[config.mk]
export PLATFORM = sky130hd
export DESIGN_NAME = framed_packet_checksum_parser
export DESIGN_NICKNAME = d
export VERILOG_FILES = /design/src/rtl/fpcs_pkg.sv /design/src/rtl/framed_packet_checksum_parser.sv /design/src/rtl/fpcs_front.sv /design/src/rtl/fpcs_queue.sv
export SDC_FILE = /design/constraint.sdc
export NUM_CORES = 1
export LEC_CHECK = 0
export ABC_AREA = 1
export BUFFER_PORTS_ARGS = -buffer_cell sky130_fd_sc_hd__buf_2
export CORE_UTILIZATION = 54
export CTS_CLUSTER_DIAMETER = 120
export DETAILED_ROUTE_END_ITERATION = 8
export PLACE_DENSITY_LB_ADDON = 0.2
export RECOVER_POWER = 25
export SLEW_MARGIN = 20
export SYNTH_ARGS = -nofsm -noshare
export SYNTH_HDL_FRONTEND = slang
export SYNTH_HIERARCHICAL = 1
export SYNTH_SLANG_ARGS = --single-unit
[constraint.sdc]
create_clock -name clock -period 2.35 [get_ports clock]
set_input_delay 0.1175 -clock clock [delete_from_list [all_inputs] [get_ports clock]]
set_output_delay 0.1175 -clock clock [all_outputs]
set_load 0.02 [all_outputs]
[src/rtl/fpcs_pkg.sv]
package fpcs_pkg;

   localparam logic [7:0] START_MARKER_RESET = 8'hAA;
   localparam int         QUEUE_DEPTH        = 2;

   typedef enum logic [2:0] {
      VERDICT_OK       = 3'd0,
      VERDICT_SHORT    = 3'd1,
      VERDICT_START    = 3'd2,
      VERDICT_LENGTH   = 3'd3,
      VERDICT_CHECKSUM = 3'd4
   } verdict_type;

   localparam logic KIND_PAYLOAD = 1'b0;
   localparam logic KIND_VERDICT = 1'b1;

   typedef struct packed {
      logic [7:0] rx_byte;
      logic       end_of_buffer;
   } req_type;

   typedef struct packed {
      logic       result_kind;
      logic [7:0] payload_byte;
      logic [2:0] verdict;
      logic [7:0] frame_length;
   } rsp_type;

endpackage

[src/rtl/framed_packet_checksum_parser.sv]
// A result is queued as its byte is taken; it can show on rsp_ from the cycle after.
// Throughput: one byte per cycle while req_stall is low; a small result queue
// (QueueDepth entries) decouples the parser from the output side.
// req_stall rises only when the result queue is full.
// Reset (synchronous) returns the parser to waiting for a first byte, empties the
// queue and sets start_marker back to 0xAA.
module framed_packet_checksum_parser
   import fpcs_pkg::*;
#(
   parameter int QueueDepth = QUEUE_DEPTH
)
(
   input  logic       clock,
   input  logic       reset,
   input  logic       req_valid,
   output logic       req_stall,
   input  req_type    req_data,
   output logic       rsp_valid,
   input  logic       rsp_stall,
   output rsp_type    rsp_data,
   input  logic       csr_valid,
   output logic       csr_ready,
   input  logic [7:0] csr_data
);

   logic [7:0] marker_ff;
   logic       in_fire;
   logic       push;
   logic       full;
   rsp_type    push_data;

   assign csr_ready = 1'b1;
   assign req_stall = full;
   assign in_fire   = req_valid && !req_stall;

   always_ff @(posedge clock) begin
      if (reset)
         marker_ff <= START_MARKER_RESET;
      else if (csr_valid && csr_ready)
         marker_ff <= csr_data;
   end

   fpcs_front u_front (
      .clock     (clock),
      .reset     (reset),
      .marker    (marker_ff),
      .in_fire   (in_fire),
      .in_data   (req_data),
      .push      (push),
      .push_data (push_data)
   );

   fpcs_queue #(
      .Depth (QueueDepth)
   ) u_queue (
      .clock     (clock),
      .reset     (reset),
      .push      (push),
      .push_data (push_data),
      .full      (full),
      .rsp_valid (rsp_valid),
      .rsp_stall (rsp_stall),
      .rsp_data  (rsp_data)
   );

endmodule

[src/rtl/fpcs_front.sv]
module fpcs_front
   import fpcs_pkg::*;
(
   input  logic       clock,
   input  logic       reset,
   input  logic [7:0] marker,
   input  logic       in_fire,
   input  req_type    in_data,
   output logic       push,
   output rsp_type    push_data
);

   typedef enum logic [1:0] {
      PH_FIRST,
      PH_LENGTH,
      PH_BODY,
      PH_IGNORE
   } phase_type;

   phase_type  phase_ff, phase_in;
   logic [7:0] sum_ff, sum_in;
   logic [7:0] len_ff, len_in;
   logic [7:0] left_ff, left_in;
   logic       bad_ff, bad_in;

   logic [7:0] b;
   logic       eob;

   assign b   = in_data.rx_byte;
   assign eob = in_data.end_of_buffer;

   function automatic rsp_type make_verdict(verdict_type v, logic [7:0] len);
      rsp_type r;
      r.result_kind  = KIND_VERDICT;
      r.payload_byte = 8'd0;
      r.verdict      = v;
      r.frame_length = len;
      return r;
   endfunction

   always_comb begin
      phase_in  = phase_ff;
      sum_in    = sum_ff;
      len_in    = len_ff;
      left_in   = left_ff;
      bad_in    = bad_ff;
      push      = 1'b0;
      push_data = '0;
      if (in_fire) begin
         unique case (phase_ff)
            PH_FIRST: begin
               bad_in  = (b != marker);
               sum_in  = b;
               len_in  = 8'd0;
               left_in = 8'd0;
               if (eob) begin
                  push      = 1'b1;
                  push_data = make_verdict(VERDICT_SHORT, 8'd0);
               end else begin
                  phase_in = PH_LENGTH;
               end
            end
            PH_LENGTH: begin
               if (eob) begin
                  phase_in  = PH_FIRST;
                  push      = 1'b1;
                  push_data = make_verdict(VERDICT_SHORT, 8'd0);
               end else begin
                  len_in   = b;
                  left_in  = b;
                  sum_in   = sum_ff + b;
                  phase_in = PH_BODY;
               end
            end
            PH_BODY: begin
               priority if (bad_ff) begin
                  phase_in  = eob ? PH_FIRST : PH_IGNORE;
                  push      = 1'b1;
                  push_data = make_verdict(VERDICT_START, 8'd0);
               end else if (left_ff != 8'd0) begin
                  push = 1'b1;
                  if (eob) begin
                     phase_in  = PH_FIRST;
                     push_data = make_verdict(VERDICT_LENGTH, 8'd0);
                  end else begin
                     sum_in                 = sum_ff + b;
                     left_in                = left_ff - 8'd1;
                     push_data.result_kind  = KIND_PAYLOAD;
                     push_data.payload_byte = b;
                  end
               end else begin
                  // checksum byte
                  phase_in = eob ? PH_FIRST : PH_IGNORE;
                  push     = 1'b1;
                  if (b == sum_ff)
                     push_data = make_verdict(VERDICT_OK, len_ff);
                  else
                     push_data = make_verdict(VERDICT_CHECKSUM, 8'd0);
               end
            end
            PH_IGNORE: begin
               if (eob)
                  phase_in = PH_FIRST;
            end
            default: phase_in = PH_FIRST;
         endcase
      end
   end

   always_ff @(posedge clock) begin
      if (reset) begin
         phase_ff <= PH_FIRST;
         sum_ff   <= 8'd0;
         len_ff   <= 8'd0;
         left_ff  <= 8'd0;
         bad_ff   <= 1'b0;
      end else begin
         phase_ff <= phase_in;
         sum_ff   <= sum_in;
         len_ff   <= len_in;
         left_ff  <= left_in;
         bad_ff   <= bad_in;
      end
   end

endmodule

[src/rtl/fpcs_queue.sv]
module fpcs_queue
   import fpcs_pkg::*;
#(
   parameter int Depth = QUEUE_DEPTH
)
(
   input  logic    clock,
   input  logic    reset,
   input  logic    push,
   input  rsp_type push_data,
   output logic    full,
   output logic    rsp_valid,
   input  logic    rsp_stall,
   output rsp_type rsp_data
);

   localparam int IdxW = (Depth > 1) ? $clog2(Depth) : 1;
   localparam int CntW = $clog2(Depth + 1);

   rsp_type         mem [Depth];
   logic [IdxW-1:0] wr_ptr_ff, wr_ptr_in;
   logic [IdxW-1:0] rd_ptr_ff, rd_ptr_in;
   logic [CntW-1:0] count_ff, count_in;
   logic            pop;

   assign full      = (count_ff == CntW'(Depth));
   assign rsp_valid = (count_ff != '0);
   assign rsp_data  = mem[rd_ptr_ff];
   assign pop       = rsp_valid && !rsp_stall;

   always_comb begin
      wr_ptr_in = wr_ptr_ff;
      rd_ptr_in = rd_ptr_ff;
      count_in  = count_ff;
      if (push)
         wr_ptr_in = (wr_ptr_ff == IdxW'(Depth - 1)) ? '0 : wr_ptr_ff + 1'b1;
      if (pop)
         rd_ptr_in = (rd_ptr_ff == IdxW'(Depth - 1)) ? '0 : rd_ptr_ff + 1'b1;
      if (push && !pop)
         count_in = count_ff + 1'b1;
      else if (pop && !push)
         count_in = count_ff - 1'b1;
   end

   always_ff @(posedge clock) begin
      if (push)
         mem[wr_ptr_ff] <= push_data;
   end

   always_ff @(posedge clock) begin
      if (reset) begin
         wr_ptr_ff <= '0;
         rd_ptr_ff <= '0;
         count_ff  <= '0;
      end else begin
         wr_ptr_ff <= wr_ptr_in;
         rd_ptr_ff <= rd_ptr_in;
         count_ff  <= count_in;
      end
   end

endmodule
### Yosys cells after proc, flatten, opt, wreduce, memory -nomap -nowiden

Memories as Yosys holds them, arrays and structs flattened. A register that Yosys moved wholly into a read port is not among the register bits.
Cells that the tools add are included.

* bits of input ports: 22
* word-level logic and storage cells: 83
* output and inout port bits: 23
* bits in registers: 39
* memories: 1
* memory bits (writable): 40

* equality and inequality tests: 11
* muxes and demuxes: 36
* add/subtract/negate cells: 6
* reduce and logical (&&, ||, !) cells: 20

Memory list
* u_queue.mem: depth 2, width 20, read ports 1, clocked after Yosys merged registers in 1, wr ports 1, RTL line fpcs_queue.sv:20 `rsp_type mem [Depth];`

Operators by type and width (count)
* two-way mux 20 bit: 4
* two-way mux 8 bit: 7
* case mux 8 bit (3 select lines): 2
* case mux 20 bit (2 select lines): 1
* two-way mux 2 bit: 8
* case mux 8 bit (2 select lines): 1
* two-way mux 11 bit: 1
* two-way mux 10 bit: 1
* two-way mux 9 bit: 1
* adder 8 bit: 1
* equality test 8 bit: 1
* two-way mux 1 bit: 8
* != test 2 bit (second input constant): 4
* != test 8 bit: 1
* case mux 2 bit (4 select lines): 1
* nonzero test 8 bit: 1
* subtractor 8 x 1 -> 8 bit (second input constant): 1
* equality test 2 bit (second input constant): 3
* AND reduction 6 bit: 1
* nonzero test 2 bit: 3
* logical AND 1 bit: 4
* zero test 1 bit: 4
* AND reduction 2 bit: 2
* AND reduction 4 bit: 1
* 10 further kinds: 11

### Longest topological paths before layout

Gate-level depths: netlist of run 1.

* depth in word-level cells: 8
* mapped depth: 12
* mapped depth without buffers: 12

### By module

The synthesis of run 1 kept the hierarchy.

Modules (own cells, without submodules)
* fpcs_front: cells each 348, sequential area each 540.5 sq um, instances 1, area each 2406.1 sq um
* fpcs_queue: cells each 98, sequential area each 1301.2 sq um, instances 1, area each 1759.2 sq um
* framed_packet_checksum_parser: cells each 47, sequential area each 160.2 sq um, instances 1, area each 322.8 sq um

### Least setup slack after synthesis of run 1

No wires, ideal clock.

* path kind: register to register
* start point: register u_queue.count_ff[1]
* end point: memory u_queue/mem[0][0] in the netlist's numbering, enable pin
* buffers on the path: 0
* arrival: 2.011 ns
* stages on the path, launching flop included: 8
* library setup time: 0.397 ns
* slack: -0.057 ns
* clock period less this slack: 2.407 ns
* cell sequence: dfxtp_1 -> inv_1 -> nor2_1 -> nor2_1 -> o21ai_0 -> a21oi_1 -> inv_1 -> nor2_1

* longest elaborated chain between the ends: 6

Ends and longest elaborated chain
* start, declared: RTL line fpcs_queue.sv:23 `logic [CntW-1:0] count_ff, count_in;`
* start signal, assigned: RTL line fpcs_queue.sv:58 `count_ff <= count_in;`
* equality test 2 bit: RTL line fpcs_queue.sv:26 `assign full = (count_ff == CntW'(Depth));`
* net req_stall: RTL line framed_packet_checksum_parser.sv:16 `output logic req_stall,`
* zero test 1 bit: RTL line framed_packet_checksum_parser.sv:34 `assign in_fire = req_valid && !req_stall;`
* logical AND 1 bit: RTL line framed_packet_checksum_parser.sv:34
* net in_fire: RTL line framed_packet_checksum_parser.sv:27 `logic in_fire;`
* two-way mux 1 bit: RTL line fpcs_front.sv:49 `if (in_fire) begin`
* net push: RTL line framed_packet_checksum_parser.sv:28 `logic push;`
* two-way mux 1 bit: RTL line fpcs_queue.sv:46 `if (push)`
* two-way mux 1 bit (not written as such): RTL line fpcs_queue.sv:47 `mem[wr_ptr_ff] <= push_data;`
* end, declared: RTL line fpcs_queue.sv:20

The timed path passes the listed nets, and every way through them passes these cells.

### Worst setup path after layout of run 1

* start point: register u_queue.count_ff[1]
* end point: memory u_queue/mem[0][0] in the netlist's numbering, enable pin

* longest elaborated chain between the ends: 6

Ends and longest elaborated chain (RTL line)
* equality test 2 bit: fpcs_queue.sv:26
* zero test 1 bit: framed_packet_checksum_parser.sv:34
* logical AND 1 bit: framed_packet_checksum_parser.sv:34
* net in_fire: framed_packet_checksum_parser.sv:27
* two-way mux 1 bit: fpcs_front.sv:49
* net push: framed_packet_checksum_parser.sv:28
* two-way mux 1 bit: fpcs_queue.sv:46
* two-way mux 1 bit (not written as such): fpcs_queue.sv:47

The timed path passes the listed nets, and every way through them passes these cells.

==> results.json, run 1 <==
{
  "p_int_mw": 2.325,
  "vias_per_cell": 5.236,
  "ioPinCount": 45,
  "synthesis.area_sq_um": 4488,
  "finClkSkew_ps": 6.905,
  "fmax_mhz": 486.1,
  "comb_power_share_pct": 27.9,
  "gp_congestion": 0.8833,
  "slew_violations": 0,
  "syn-num-nets": 531,
  "first_pass_iters": 4,
  "core_area_sq_um": 7888,
  "startpoint_type": "flip-flop",
  "cts-root-buf": "clkbuf_8",
  "p_sw_mw": 1.227,
  "io_buffer_count": 43,
  "seqPwrFrac_pct": 46.4,
  "cts_max_level": 3,
  "initial_core_util_pct": 56.90,
  "grt_pass1_wl_microns": 15200,
  "area_growth_pct": 9.869,
  "synthFlopType": "edfxtp_1",
  "cts_tree": "done",
  "ir_drop_mv": 0.3333,
  "path_clk_slew_ps": 90,
  "status": "complete, no violations",
  "switching_share_pct": 34.55,
  "die_height_microns": 93.17,
  "setup-tns-final_ps": 0,
  "crit_required_ps": 2380,
  "synth_top_cells_by_count": "nand2_1 (99), inv_1 (57), dfxtp_1 (40), edfxtp_1 (40)",
  "p_leak_nw": 2.145,
  "grtUsageTotal_pct": 22.74,
  "maxCapViolCount": 0,
  "post-route-min-period_ps": 2057,
  "drt_iter0_markers": 174,
  "min_period_over_period_pct": 87.54,
  "die_w_microns": 93.17,
  "postRouteAntennaNets": 0,
  "dp.final_hpwl_microns": 6857,
  "netlist.area_leader.share_pct": 26.76,
  "dieArea_sq_um": 8680,
  "synth.distinct_cells": 43,
  "syn_inst": 493,
  "synth_async_sr_flop_share_pct": 0,
  "synth_area_leaders": "edfxtp_1 (27%), dfxtp_1 (18%), nand2_1 (8.3%), mux2_4 (6.7%), inv_1 (4.8%)",
  "antenna_cells": 0,
  "yosysWarningCount": 6,
  "yosysMostFrequentCell": "nand2_1",
  "grt_max_degree": 21,
  "synth_edf_count": 40,
  "cts_buffer_depth": 2,
  "numCtsBuffers": 9,
  "grt_pass1_vias": 3215,
  "relSlewSlack_pct": 63.08,
  "grt_overflow": 0,
  "worstPathArrival_ps": 2090,
  "clock_sinks": 80,
  "nets": 583,
  "wl_per_cell_microns": 13.97,
  "rows": 32,
  "drc_errors": 0,
  "drive_gt1_share_pct": 24.00,
  "vias": 3414,
  "antenna_found_initial": 0,
  "clkPwrFrac_pct": 25.7,
  "syn_area_per_cell_sq_um": 9.104,
  "crit_fanout": 20,
  "ys_seq_area_share_pct": 44.61,
  "hold_slack_ps": 52.20,
  "worstMarginPinSlew_ps": 553.8,
  "hold_viol": 0,
  "synth_seq_cells": 80,
  "crit_type": "reg2reg",
  "fin_cells": 652,
  "rsz0062_at_grt": "no",
  "wl_microns": 9109,
  "power_density_nw_per_um2": 720.4,
  "crit_path_end_kind": "flip-flop",
  "hp-class": "in2reg",
  "yosysTopAreaCell": "edfxtp_1",
  "cts_setup_buffers": 0,
  "nFillCells": 708,
  "setup_viol": 0,
  "clkLatencyLatePin_ps": 350,
  "dp_cells": 632
}
==> through the flow <==
step / utilization [%] / setup WS, ps / instance area (sq um) / total power [mW]
6_report: 62.52 / 292.8 / 4931 / 3.552
5_1_grt: 62.52 / 124.7 / 4931 / 3.765
4_1_cts: 63.45 / 283.2 / 5005 / 3.630
3_5_place_dp: 60.68 / 302.0 / 4786 / 2.713
3_3_place_gp: 60.68 / 373.9 / 4786 / 2.689
2_1_floorplan: - / 255.8 / 4491 / 2.485
==> routing by layer <==
metal	routed length, microns	vias to the layer above	GRT usage (%)	part of all wire (%)
met1	4268	1576	29.46	47
met5	0	-	0	0
met4	170	0	9.487	1.9
met3	339	17	3.171	3.7
met2	4330	96	38.11	48
li1	-	1725	-	-
==> worst max-delay path, stage by stage, from the launching register on <==
cell	delay, ps
dfxtp_1	320
inv_1	90
nor2_1	70
nor2_1	310
o21ai_0	150
a21oi_1	320
inv_1	100
nor2_2	90
buf_4	280
==> state kept, by name (all words and copies together) (netlist names), named ones only <==
name and count:
u_queue/wr_ptr_ff 1, u_front/sum_ff 8, u_front/bad_ff 1, u_queue/rd_ptr_ff 1, marker_ff 8, u_queue/mem 40
u_queue/count_ff 2, u_front/left_ff 8, u_front/len_ff 8, u_front/phase_ff 2
==> path summary, 6_finish.rpt <==
path,startpoint,depth (start not counted),slack [ps],end
min,csr_data[0],5,50,marker_ff[0]
max reg2reg,u_queue/count_ff[1],8,290,u_queue/mem[0][0]
min reg2reg,u_front/left_ff[4],2,480,u_front/left_ff[4]
max,u_queue/count_ff[1],8,290,u_queue/mem[0][0]
==> logic make-up after synthesis <==
| group | count (synthesis) | synth area share, % |
|---|---|---|
| compound gates | 66 | 8.615 |
| buf+inv | 77 | 7.555 |
| other cells | 1 | 0.08356 |
| flops | 80 | 44.61 |
| xor+xnor | 6 | 1.171 |
| simple gates | 227 | 26.65 |
| fa+ha+maj | 16 | 4.628 |
| mux | 20 | 6.691 |
==> final cells by class <==
type | count | area, sq um | share of cell area (%)
timing repair buffer | 53 | 295.3 | 5.988
inverter | 65 | 246.5 | 4.999
clock inverter | 7 | 55.05 | 1.116
multi-input combinational | 336 | 2081 | 42.20
sequential | 80 | 2002 | 40.60
tap | 102 | 127.6 | 2.588
clock buffer | 9 | 123.9 | 2.512
==> cell usage in the layout (no fill, tap or decap), types with 9 or more instances in the layout <==
cell,instances
a21oi_1,25
nand2_1,100
nand2_2,17
o21ai_0,22
edfxtp_1,40
mux2_1,15
a21oi_2,14
inv_1,57
clkbuf_8,9
nor2_1,34
dfxtp_1,40
buf_2,41
ha_1,15
nand3_1,36
==> power groups by stage <==
stage | logic (mW) | registers (mW) | clock network, mW
after floorplan | 0.822 | 1.66 | 0
after global placement | 1.01 | 1.68 | 0
after detailed placement | 1.03 | 1.68 | 0
after CTS | 1.04 | 1.65 | 0.938
after global routing | 1.10 | 1.66 | 0.999
final | 0.990 | 1.65 | 0.914
==> timing repair <==
action | 4_1_cts | 5_1_grt
hold buffers | 4 | 0
hold endpoints to repair | 4 | 0
gates resized for setup | 0 | 0
Power figures use the tool's default switching activity.
==> run 2, diff against run 1 <==
--- a/constraint.sdc
+++ b/constraint.sdc
@@ -3,2 +3,2 @@
 set_output_delay 0.1175 -clock clock [all_outputs]
-set_load 0.02 [all_outputs]
+set_load 0.01 [all_outputs]
==> run 2 against run 1 <==
  * Clock power hardly changed
  * Wire length is 0.24% higher
  * Critical path type unchanged
  * Largest power group unchanged
  * Worst setup slack worse by 12 ps
==> results.json, run 2 (synthesized netlist as in run 1, its figures left out) <==
{
  "switching_share_pct": 33.59,
  "cts_tree": "done",
  "relSlewSlack_pct": 62.92,
  "hold_viol": 0,
  "largest_register_ffs": 40,
  "multiInputGateArea_sq_um": 2081,
  "slowest_delay_ps": 320,
  "post-route-min-period_ps": 2069,
  "first_pass_iters": 5,
  "cts_resized": 0,
  "ff2ff_setup_slack_ps": 280,
  "crit_path_end_kind": "flip-flop",
  "comb_power_share_pct": 26.7,
  "p_leak_nw": 2.145,
  "clock_sinks": 80,
  "slew_violations": 0,
  "grt_overflow": 0,
  "antenna_cells": 0,
  "finClkSkew_ps": 6.645,
  "crit_type": "reg2reg",
  "cp_top_family": "simple AND/OR/NAND/NOR gates",
  "crit_fanout": 20,
  "vias": 3416,
  "drc_errors": 0,
  "cts_buffer_depth": 2,
  "grt_pass1_vias": 3215,
  "r2r_start": "u_queue/count_ff[1]",
  "numCtsBuffers": 9,
  "p_sw_mw": 1.176,
  "grt_max_degree": 21,
  "die_w_microns": 93.17,
  "postRouteAntennaNets": 0,
  "cts_max_level": 3,
  "io_buffer_count": 43,
  "seqPwrFrac_pct": 47.1,
  "maxCapViolCount": 0,
  "p_total_mw": 3.500,
  "cp_cell_sequence": "inv_1 > nor2_1 > nor2_1 > o21ai_0 > a21oi_1 > inv_1 > nor2_2 > buf_4",
  "p_int_mw": 2.324,
  "startpoint": "u_queue/count_ff[1]",
  "rr_endpoint": "u_queue/mem[0][4]",
  "path_clk_slew_ps": 90,
  "hold_slack_ps": 51.80,
  "power_density_nw_per_um2": 709.8,
  "rows": 32,
  "fmax_mhz": 483.3,
  "reg2reg_depth": 8,
  "initial_core_util_pct": 56.90,
  "rsz0062_at_grt": "no",
  "vias_per_cell": 5.239,
  "dieArea_sq_um": 8680,
  "drt_iter0_markers": 156,
  "crit_slowest_cell": "dfxtp_1",
  "cp_num_buf_inv": 3,
  "hp-start": "csr_data[0]",
  "final_cell_mix": "nand2_1 (100), inv_1 (57), buf_2 (41)",
  "startpoint_type": "flip-flop",
  "final_common_cell": "nand2_1",
  "nets": 583,
  "wl_microns": 9131,
  "min_path_cells": 5,
  "gp_congestion": 0.8833,
  "clkPwrFrac_pct": 26.2,
  "min_period_over_period_pct": 88.05,
  "fin_util_pct": 62.52,
  "setup-tns-final_ps": 0,
  "worstMarginPinSlew_ps": 556.2,
  "grt_pass1_wl_microns": 15200,
  "grtUsageTotal_pct": 22.74,
  "layout.area.seq_sq_um": 2002,
  "core_area_sq_um": 7888,
  "worstHoldEndpoint": "marker_ff[0]",
  "ioPinCount": 45,
  "dp.final_hpwl_microns": 6857,
  "ir_drop_mv": 0.3339,
  "fin_cells": 652,
  "regMostFlops": "u_queue/mem",
  "status": "complete, no violations",
  "nFillCells": 706,
  "hp-class": "in2reg",
  "drive_gt1_share_pct": 24.00,
  "worstPathArrival_ps": 2100,
  "antenna_found_initial": 0,
  "dp_cells": 632,
  "die_height_microns": 93.17,
  "crit_required_ps": 2390,
  "wl_per_cell_microns": 14.00,
  "area_growth_pct": 9.869,
  "setup_viol": 0,
  "clkLatencyLatePin_ps": 350,
  "cts-root-buf": "clkbuf_8"
}
[run 2: cell counts in the layout (fill, tap and decap cells not counted)]
No cell type changed its count.
[run 2: power by group through the flow]
stage          Clock, mW  Sequential, mW  Combinational, mW
2_1_floorplan          0            1.66              0.762
3_3_place_gp           0            1.68              0.956
3_5_place_dp           0            1.68              0.978
4_1_cts            0.938            1.65              0.987
5_1_grt            0.999            1.66               1.05
6_report           0.917            1.65              0.935
[run 2: tightest hold or removal path, stage by stage]
cell and delay, ps:
buf_2 70, inv_1 30, nand2_1 40, nand2_1 40, nor2_1 70
[run 2: cell type report]
| type | count | area share [%] |
|---|---|---|
| tap | 102 | 2.588 |
| inverter | 65 | 4.999 |
| clock inverter | 7 | 1.116 |
| timing repair buffer | 53 | 5.988 |
| sequential | 80 | 40.60 |
| multi-input combinational | 336 | 42.20 |
| clock buffer | 9 | 2.512 |
[run 2: repair_timing]
item	4_1_cts	5_1_grt
hold buffers	4	0
endpoints found under the hold margin	4	0
buffers inserted	0	0
[run 2: layer usage]
metal  part of all wire [%]  global-route usage [%]  vias to the layer above  wire [microns]
met1                     47                   29.46                     1594            4300
met2                     48                   38.11                       80            4410
met5                      0                       0                        -               0
li1                       -                       -                     1730               -
met3                    3.2                   3.171                       12             294
met4                    1.4                   9.487                        0             125
[run 2: per-stage QoR]
| step | area (sq um) | setup WS [ps] |
|---|---|---|
| after detailed placement | 4786 | 302.0 |
| after CTS | 5005 | 283.2 |
| after global routing | 4931 | 124.7 |
| after global placement | 4786 | 373.9 |
| final | 4931 | 280.9 |
| after floorplan | 4491 | 301.9 |
[run 2: worst max-delay path by stage]
stage	to	slack, ps	depth (start not counted)
5_1_grt	u_queue/mem[1][2]	120	9
2_1_floorplan	u_queue/mem[0][0]	300	7
4_1_cts	u_queue/mem[0][0]	280	8
3_5_place_dp	u_queue/mem[0][14]	300	8
6_report	u_queue/mem[0][4]	280	8
3_3_place_gp	u_queue/mem[0][14]	370	8
==> run 3, diff against run 2 <==
Settings changed: BUFFER_PORTS_ARGS -buffer_cell sky130_fd_sc_hd__buf_2 to -buffer_cell sky130_fd_sc_hd__buf_4.
==> run 3 against run 2 <==
  * Total power is 7.5% higher
  * Clock skew is 4.5 ps higher
  * Sequential cell count stayed put
  * Critical endpoint is now u_queue/mem[0][5]
  * Global-route usage is 1.6 points higher
  * Worst setup slack better by 39 ps
  * Wire length is 5.4% higher
  * Highest routed layer unchanged
==> results.json, run 3 (synthesized netlist as in run 1, its figures left out) <==
{
  "finClkSkew_ps": 11.14,
  "cts_tree": "done",
  "cts-root-buf": "clkbuf_8",
  "cts_max_level": 3,
  "antenna_found_initial": 0,
  "vias": 3517,
  "drive_gt1_share_pct": 23.32,
  "setup_viol": 0,
  "cts_buffer_depth": 2,
  "setup-tns-final_ps": 0,
  "crit_type": "reg2reg",
  "numCtsBuffers": 9,
  "worstPathArrival_ps": 2070,
  "multiInputGateArea_sq_um": 2068,
  "p_leak_nw": 2.176,
  "path_clk_slew_ps": 90,
  "nets": 582,
  "hold_viol": 0,
  "clkLatencyLatePin_ps": 360,
  "wl_per_cell_microns": 14.78,
  "antenna_cells": 0,
  "worstMarginPinSlew_ps": 1355,
  "die_w_microns": 93.17,
  "dieArea_sq_um": 8680,
  "ff2ff_setup_slack_ps": 320,
  "drc_errors": 0,
  "crit_path_end_kind": "flip-flop",
  "ir_drop_mv": 0.3405,
  "maxCapViolCount": 0,
  "grt_pass1_wl_microns": 16200,
  "p_total_mw": 3.763,
  "wl_microns": 9625,
  "grtUsageTotal_pct": 24.31,
  "fin_ws_ps": 319.4,
  "grt_pass1_vias": 3441,
  "largest_register_ffs": 40,
  "area_growth_pct": 12.66,
  "hp-class": "in2reg",
  "post-route-min-period_ps": 2031,
  "cp_cell_sequence": "inv_1 > nor2_1 > nor2_1 > o21ai_0 > a21oi_1 > inv_1 > nor2_2 > buf_4",
  "io_buffer_count": 43,
  "drt_iter0_markers": 212,
  "regMostFlops": "u_queue/mem",
  "relSlewSlack_pct": 9.670,
  "crit_fanout": 20,
  "placed_area_sq_um": 4886,
  "final_cell_mix": "nand2_1 (99), inv_1 (57), buf_4 (44)",
  "postRouteAntennaNets": 0,
  "slowest_delay_ps": 320,
  "dp.final_hpwl_microns": 6911,
  "final_common_cell": "nand2_1",
  "grt_max_degree": 22,
  "rows": 32,
  "min_period_over_period_pct": 86.41,
  "slew_violations": 0,
  "nFillCells": 672,
  "first_pass_iters": 4,
  "die_height_microns": 93.17,
  "finalInstanceArea_sq_um": 5056,
  "crit_slowest_cell": "dfxtp_1",
  "layout.area.seq_sq_um": 2002,
  "gp_congestion": 0.9611,
  "hold_slack_ps": 49.88,
  "post-place-ws_ps": 318.5,
  "initial_core_util_pct": 56.90,
  "ioPinCount": 45,
  "startpoint_type": "flip-flop",
  "cts_setup_buffers": 0,
  "grt_overflow": 0,
  "fmax_mhz": 492.5,
  "core_area_sq_um": 7888,
  "power_density_nw_per_um2": 744.2,
  "vias_per_cell": 5.402,
  "status": "complete, no violations",
  "crit_required_ps": 2390,
  "clock_sinks": 80,
  "rsz0062_at_grt": "no"
}
[run 3: final timing paths]
kind,to,start,cells past startpoint
setup / recovery,u_queue/mem[0][5],u_queue/count_ff[1],8
hold / removal,marker_ff[4],csr_data[4],5
setup reg to reg,u_queue/mem[0][5],u_queue/count_ff[1],8
hold reg to reg,u_front/left_ff[1],u_front/left_ff[1],2
[run 3: final cells by class]
class | instances | share of cell area [%]
clock inverters | 7 | 2.004
flip-flops and latches | 80 | 39.59
inverters | 65 | 4.875
well taps | 102 | 2.524
repair buffers | 52 | 7.647
multi-input cells | 336 | 40.91
clock buffers | 9 | 2.450
[run 3: per-layer routing]
layer	track usage [%]	up-vias	part of all wire [%]
met1	29.94	1651	44
li1	-	1739	-
met3	4.390	25	4.5
met2	41.36	102	49
met5	0	-	0
met4	11.15	0	2.9
[run 3: power breakdown]
| part | internal [mW] | switching, mW | leakage, nW |
|---|---|---|---|
| logic | 0.377 | 0.585 | 1.34 |
| registers | 1.58 | 0.0655 | 0.730 |
| clock network | 0.609 | 0.544 | 0.107 |
| total | 2.57 | 1.19 | 2.18 |
[run 3: worst max-delay path, delay by kind of cell, from the launching register on]
family,cells,cell delay [ps]
flip-flops,1,320
buffers and inverters,3,470
AND/OR/NAND/NOR,3,460
AO/OA/AOI/OAI,2,460
[run 3: stage by stage]
stage	instances	utilization, %
global route	651	64.10
finish	651	64.10
global placement	631	61.94
CTS	651	65.31
floorplan	493	-
detailed placement	631	61.94
[run 3: repair_timing]
| action | CTS | global route |
|---|---|---|
| endpoints found under the hold margin | 4 | 0 |
| hold buffers | 4 | 0 |
| endpoints found under the setup margin | 0 | 0 |
| gates resized for setup | 0 | 0 |
